==> src/cra_pkg.sv <==
package cra_pkg;

    localparam int NUM_REGS        = 7;
    localparam int REG_IDX_W       = 3;
    localparam int PADDR_W         = 5;

    localparam logic [REG_IDX_W-1:0] REG_AXIS_DIR_X   = 3'd0;
    localparam logic [REG_IDX_W-1:0] REG_AXIS_DIR_Y   = 3'd1;
    localparam logic [REG_IDX_W-1:0] REG_AXIS_DIR_Z   = 3'd2;
    localparam logic [REG_IDX_W-1:0] REG_AXIS_POINT_X = 3'd3;
    localparam logic [REG_IDX_W-1:0] REG_AXIS_POINT_Y = 3'd4;
    localparam logic [REG_IDX_W-1:0] REG_AXIS_POINT_Z = 3'd5;
    localparam logic [REG_IDX_W-1:0] REG_THREE_D_MODE = 3'd6;

    localparam logic [1:0] ST_OK        = 2'd0;
    localparam logic [1:0] ST_RAD_ZERO  = 2'd1;
    localparam logic [1:0] ST_AXIS_ZERO = 2'd2;

    // scaling limits ahead of the dot products
    localparam int AXIS_LIMIT_BITS = 16;
    localparam int DIFF_LIMIT_BITS = 28;

    // the largest normalized magnitude of each nonzero vector sits in [2^30, 2^31)
    localparam int NORM_MSB        = 30;
    localparam int SQ_N            = 32;
    localparam int NUM_VEC         = 2;

    localparam int Q_DEPTH         = 8;
    localparam int Q_AW            = 3;
    localparam int Q_CW            = 4;

    typedef struct packed {
        logic [2:0][31:0] dir;
        logic [2:0][31:0] pt;
        logic             mode;
    } t_cfg;

    typedef struct packed {
        logic [1:0] status;
        logic       axis_valid;
    } t_side;

    typedef struct packed {
        logic [2:0][63:0] v;
        logic [2:0][31:0] a;
        t_side            side;
    } t_qent;

    function automatic logic [5:0] lead_pos64(input logic [63:0] x);
        logic [5:0] pos;
        pos = '0;
        for (int k = 0; k < 64; k++) begin
            if (x[k]) begin
                pos = 6'(k);
            end
        end
        return pos;
    endfunction

endpackage

==> src/cra_queue.sv <==
module cra_queue (
    input  logic           i_clk,
    input  logic           i_rst_n,
    input  logic           i_push,
    input  cra_pkg::t_qent i_entry,
    output logic           o_valid,
    output cra_pkg::t_qent o_entry
);
    import cra_pkg::*;

    t_qent            r_mem [Q_DEPTH];
    logic [Q_AW-1:0]  r_wr, r_rd;
    logic [Q_CW-1:0]  r_count;
    logic [Q_CW-1:0]  n_count;

    assign o_valid = (r_count != '0);
    assign o_entry = r_mem[r_rd];

    // drain one word every cycle the queue is not empty
    always_comb begin
        n_count = r_count;
        if (i_push && !o_valid) begin
            n_count = r_count + 1'b1;
        end else if (!i_push && o_valid) begin
            n_count = r_count - 1'b1;
        end
    end

    always_ff @(posedge i_clk) begin
        if (!i_rst_n) begin
            r_wr    <= '0;
            r_rd    <= '0;
            r_count <= '0;
        end else begin
            if (i_push) begin
                r_wr <= r_wr + 1'b1;
            end
            if (o_valid) begin
                r_rd <= r_rd + 1'b1;
            end
            r_count <= n_count;
        end
    end

    always_ff @(posedge i_clk) begin
        if (i_push) begin
            r_mem[r_wr] <= i_entry;
        end
    end

    a_no_overflow: assert property (@(posedge i_clk) disable iff (!i_rst_n)
        r_count <= Q_CW'(Q_DEPTH))
        else $error("queue overflow");

endmodule

==> config.mk <==
export PLATFORM = sky130hd
export DESIGN_NAME = cra_queue
export DESIGN_NICKNAME = d
export VERILOG_FILES = /design/src/cra_pkg.sv /design/src/cra_queue.sv
export SDC_FILE = /design/constraint.sdc
export NUM_CORES = 2
export LEC_CHECK = 0
export BUFFER_PORTS_ARGS = -buffer_cell sky130_fd_sc_hd__buf_2
export CAP_MARGIN = 10
export CORE_UTILIZATION = 25
export DETAILED_ROUTE_END_ITERATION = 8
export PLACE_DENSITY = 0.43
export SYNTH_ARGS = -nofsm -noshare
export SYNTH_HDL_FRONTEND = slang
export SYNTH_SLANG_ARGS = --single-unit
==> constraint.sdc <==
create_clock -name i_clk -period 27.1 [get_ports i_clk]
set_input_delay 1.355 -clock i_clk [delete_from_list [all_inputs] [get_ports i_clk]]
set_output_delay 1.355 -clock i_clk [all_outputs]
set_load 0.02 [all_outputs]
; After elaboration in Yosys (flattened, before gate mapping)
; Memory sizes are Yosys's and may differ from the RTL's. A register that Yosys moved wholly into a read port is not among the register bits.
; Cells that the tools add are included.
[totals]
elab_cells = 20
ramBits = 2328
out_inout_bits = 292
mem_count = 1
inputBits = 294
register_bits = 10
[memory_table]
columns = memory, words, width, rd, rd_clocked_by_memory_dff, wr, line_no
row1 = r_mem, 8, 291, 1, 1, 1, cra_queue.sv:11  ; t_qent r_mem [Q_DEPTH];
[classes]
n_addsub = 4
n_mux = 6
n_reduce_logical = 6
[ops]
columns = op, count
row1 = 4-bit 2-to-1 mux, 2
row2 = 3-bit by 1-bit adder with 3-bit output (second input constant), 2
row3 = 3-bit 2-to-1 mux, 2
row4 = 4-bit by 1-bit adder with 4-bit output (second input constant), 1
row5 = 4-bit nonzero test, 1
row6 = 4-bit by 1-bit subtractor with 4-bit output (second input constant), 1
row7 = 1-bit logical AND, 2
row8 = 1-bit logical NOT, 2
row9 = 1-bit 2-to-1 mux, 2
row10 = 2-bit nonzero test, 1

; Logic depth before layout (Yosys ltp)
[logic_depth]
word_depth = 4
mapped_depth = 8
depth_no_buf = 8

; Worst setup path before layout
; Ideal clock, no wire load.
[synth_timing]
path_kind = input port to flip-flop
from = in i_push
to = mem r_mem[0][0] (netlist name) (enable)
n_path_buf = 0
setup_slack_ns = 4.787
required_time_ns = 25.800
setup_time_ns = 1.300
t_arrival_ns = 21.013
cell_stages = 2
cell_sequence = nand2b_1 > nor3_1
[synth_between]
elab_chain_len = 2
[synth_rtl]
columns = element, line_no
row1 = start: declaration, cra_queue.sv:4  ; input logic i_push,
row2 = 1-bit 2-to-1 mux, cra_queue.sv:46  ; if (i_push) begin
row3 = 1-bit 2-to-1 mux (implied by the code), cra_queue.sv:47  ; r_mem[r_wr] <= i_entry;
row4 = end: declaration, cra_queue.sv:11
; No other way between the ends.

==> metrics.md <==
| Metric | Value |
|---|---|
| Slowest-stage cell, CP | buf_4 |
| Worst-case reg-to-reg path depth | 6 |
| Fmax | 0.121 GHz |
| Number of port buffers | 585 |
| Ys flop type | edfxtp_1 |
| Max cap viols | 0 |
| Post-Synth XOR/XNOR Area | 0.000697 |
| Largest net degree at the start of global routing | 131 |
| CTS tree | built |
| Peak VDD IR | 0.0696 mV |
| H-tree Lvls | 5 |
| Fin crit period | 8.24 ns |
| Fin worst setup slack | 18.86 ns |
| Post-CTS Setup Inserts | 0 |
| Crit Path Class | flop to primary output |
| Nets | 4501 |
| CP most frequent cell | buf_4 |
| Final setup viols | 0 |
| Syn_nets | 3732 |
| Status | completed |
| Ys async rst share | 0 |
| Initial antenna violation count | 103 |
| Die ar. | 354000 um^2 |
| Clock Sinks | 2341 |
| Commonest cells post-synth | edfxtp_1, mux4_2, mux2_2, buf_6, buf_1 |
| Place WS | 19.32 ns |
| EDFF count, synth | 2328 |
| RSZ-0062 raised after global routing | no |
| Area of the core | 350000 um^2 |
| Post-Synthesis Cell Area | 88000 um^2 |
| Synth area leader | edfxtp_1 |
| Met1 wire length | 89800 um |
| Max Slew Vio Count | 0 |
| Yosys warning count | 0 |
| TritonRoute pass-1 iters | 5 |
| Fin Clk Skew | 0.0534 ns |
| Crit-path max FO | 45 |
| Area growth, synth to finish | 19.2% |
| Routability cong. | 0.701 |
| Required @ worst endpoint | 25.74 ns |
| Hold Crit Depth | 2 |
| Largest stage delay, worst path | 0.87 ns |
| Seq cells post-synth | 2341 |
| Final period util | 0.304 |
| Yosys top cell area share | 0.794 |
| Crit end category | primary output |
| Crit path cell chain | buf_4 > buf_4 > buf_4 > buf_4 > buf_4 > mux4_2 > mux2_2 > buf_2 |
| Pwr dens | 95.1 nW/um^2 |
| CTS Buf Count | 275 |
| Chip width | 595 um |
| Compound-Gate Fraction of Synth Area | 0.000412 |
| Initial DRC count | 2066 |
| Type of element launching the critical path | flop |
| # DRC | 0 |
| Final Hold Viols | 0 |
| Largest family of logic cells by synthesized area | multiplexers |
| Worst-Margin Slew | 1.15 ns |
| Setup_tns | 0 ns |
| Hold_ws | 0.500 ns |
| Design Area, Final | 105000 um^2 |
| Worst hold start | r_count[3] |
| DP Area | 96300 um^2 |
| Syn Inst Count | 3433 |
| Cts hold-fix bufs | 0 |
| Overall power | 9.98 mW |
| Pleak | 32.5 nW |
| Met3 WL | 11600 um |
| Clk root buf | clkbuf_16 |
| Gr usage total | 0.121 |
| Rel. slew slack | 0.234 |
| Hold Path Class | flop to flop |
| Clk_lat worst skew | 0.88 ns |
| Top sig layer | met5 |
| Post_cts resized | 0 |
| Sequential fraction of the synthesis area | 0.797 |
| Crit path DAT | 6.88 ns |
| Vias in the first global route | 42000 |
| Post-synthesis mux area share | 0.186 |
| Via density | 4.30 |
| Adder-cell area share of the yosys netlist | 0.000711 |
| Hold-critical path endpoint | r_count[3] |
| Share of layout cells above drive strength 1 | 0.431 |
| Synth Area in Simple Gates | 0.00196 |
| Dominant cell by count in the synthesized netlist | edfxtp_1 |
| Syn Area/Cell | 25.6 um^2 |
| Max clock buf depth | 4 |
| Top post-synthesis cells by area | edfxtp_1, mux4_2, mux2_2, buf_6, dfxtp_1 |
| Worst reg-to-reg setup slack | 22.81 ns |
| Distinct cells, synth | 26 |
| Total gr overflow | 0 |
| Total wire length | 219000 um |
| Vias post-DR | 38800 |
| First-pass GRT wire length | 313000 um |
| Capturing point of the worst reg2reg path | r_mem[5][57] |
| Met2 WL post-DR | 110000 um |
| Post-route antenna net violation count | 0 |
| Cell row count | 217 |
| Starting Density | 0.252 |
| Drt wl/cell | 24.2 um |
| Die Height | 595 um |
| IO Pins | 586 |
| Worst R2R Start | r_wr[0] |
| Clock Pin Slew Worst Setup and Hold Paths | 0.06 ns |
| HPWL after DPL | 117000 um |
-- worst max-delay path by stage --
stage	endpoint	slack (ns)	depth (start not counted)
3_3_place_gp	o_entry[65]	19.38	8
5_1_grt	o_entry[65]	18.03	8
4_1_cts	o_entry[65]	18.30	8
2_1_floorplan	r_mem[0][0]	4.79	2
3_5_place_dp	o_entry[65]	19.32	8
6_report	o_entry[65]	18.86	8
-- state kept, by name, summed over array words and instances (netlist names), named ones only --
name	flops
r_count	4
r_mem	2328
r_rd	3
r_wr	3
-- per-stage QoR --
step | instances | utilization
final | 9026 | 0.300
after global routing | 9011 | 0.300
after CTS | 9006 | 0.300
after detailed placement | 8524 | 0.275
after global placement | 8524 | 0.275
after floorplan | 3433 | -
-- cell usage in the layout (no fill, tap or decap), drive strengths merged, types with 5 or more instances in the layout --
master | Yosys | layout
edfxtp | 2328 | 2328
buf | 122 | 655
mux4 | 582 | 582
clkbuf | 41 | 339
mux2 | 291 | 291
clkinv | 0 | 108
diode | 0 | 20
inv | 2 | 16
dfxtp | 13 | 13
bufinv | 0 | 12
nand2 | 9 | 9
clkinvlp | 0 | 9
and2 | 8 | 8
nor2 | 8 | 8
xnor2 | 5 | 5
ha | 5 | 5
-- per-layer routing --
metal	vias to the layer above	GRT usage
li1	16400	-
met1	21000	0.148
met2	857	0.210
met3	470	0.0297
met4	50	0.0363
met5	-	0
-- power by group --
group	internal (mW)	switching (mW)	total, mW
Sequential	4.09	0.0472	4.13
Combinational	1.03	1.30	2.34
Clock	2.01	1.50	3.51
Total	7.13	2.85	9.98
-- cells by family (layout without fill, tap and decap cells) --
family                     count (synthesis)  count (layout)
DFF                                     2341            2341
muxes                                    875             875
buffers and inverters                    165            1139
and+or+nand+nor                           34              34
xor gates and xnor gates                   7               7
AOI/OAI and AO/OA                          6               6
adders and majority gates                  5               5
other                                      0              20
-- area by class of cell --
type | instances | area, um^2
diodes | 20 | 50.0
clock inverters | 143 | 1420
multi-input cells | 927 | 16800
inverters | 2 | 7.51
fillers | 33800 | 245000
flip-flops and latches | 2341 | 70200
clock buffers | 339 | 7140
well taps | 4599 | 5750
repair buffers | 655 | 3620
-- critical path: cells and delay by family (launching register included) --
kind	cells	cell delay, ns
buf+inv	6	4.20
mux	2	0.90
flops	1	0.68
No activity file was read; power rests on OpenSTA's default activity.
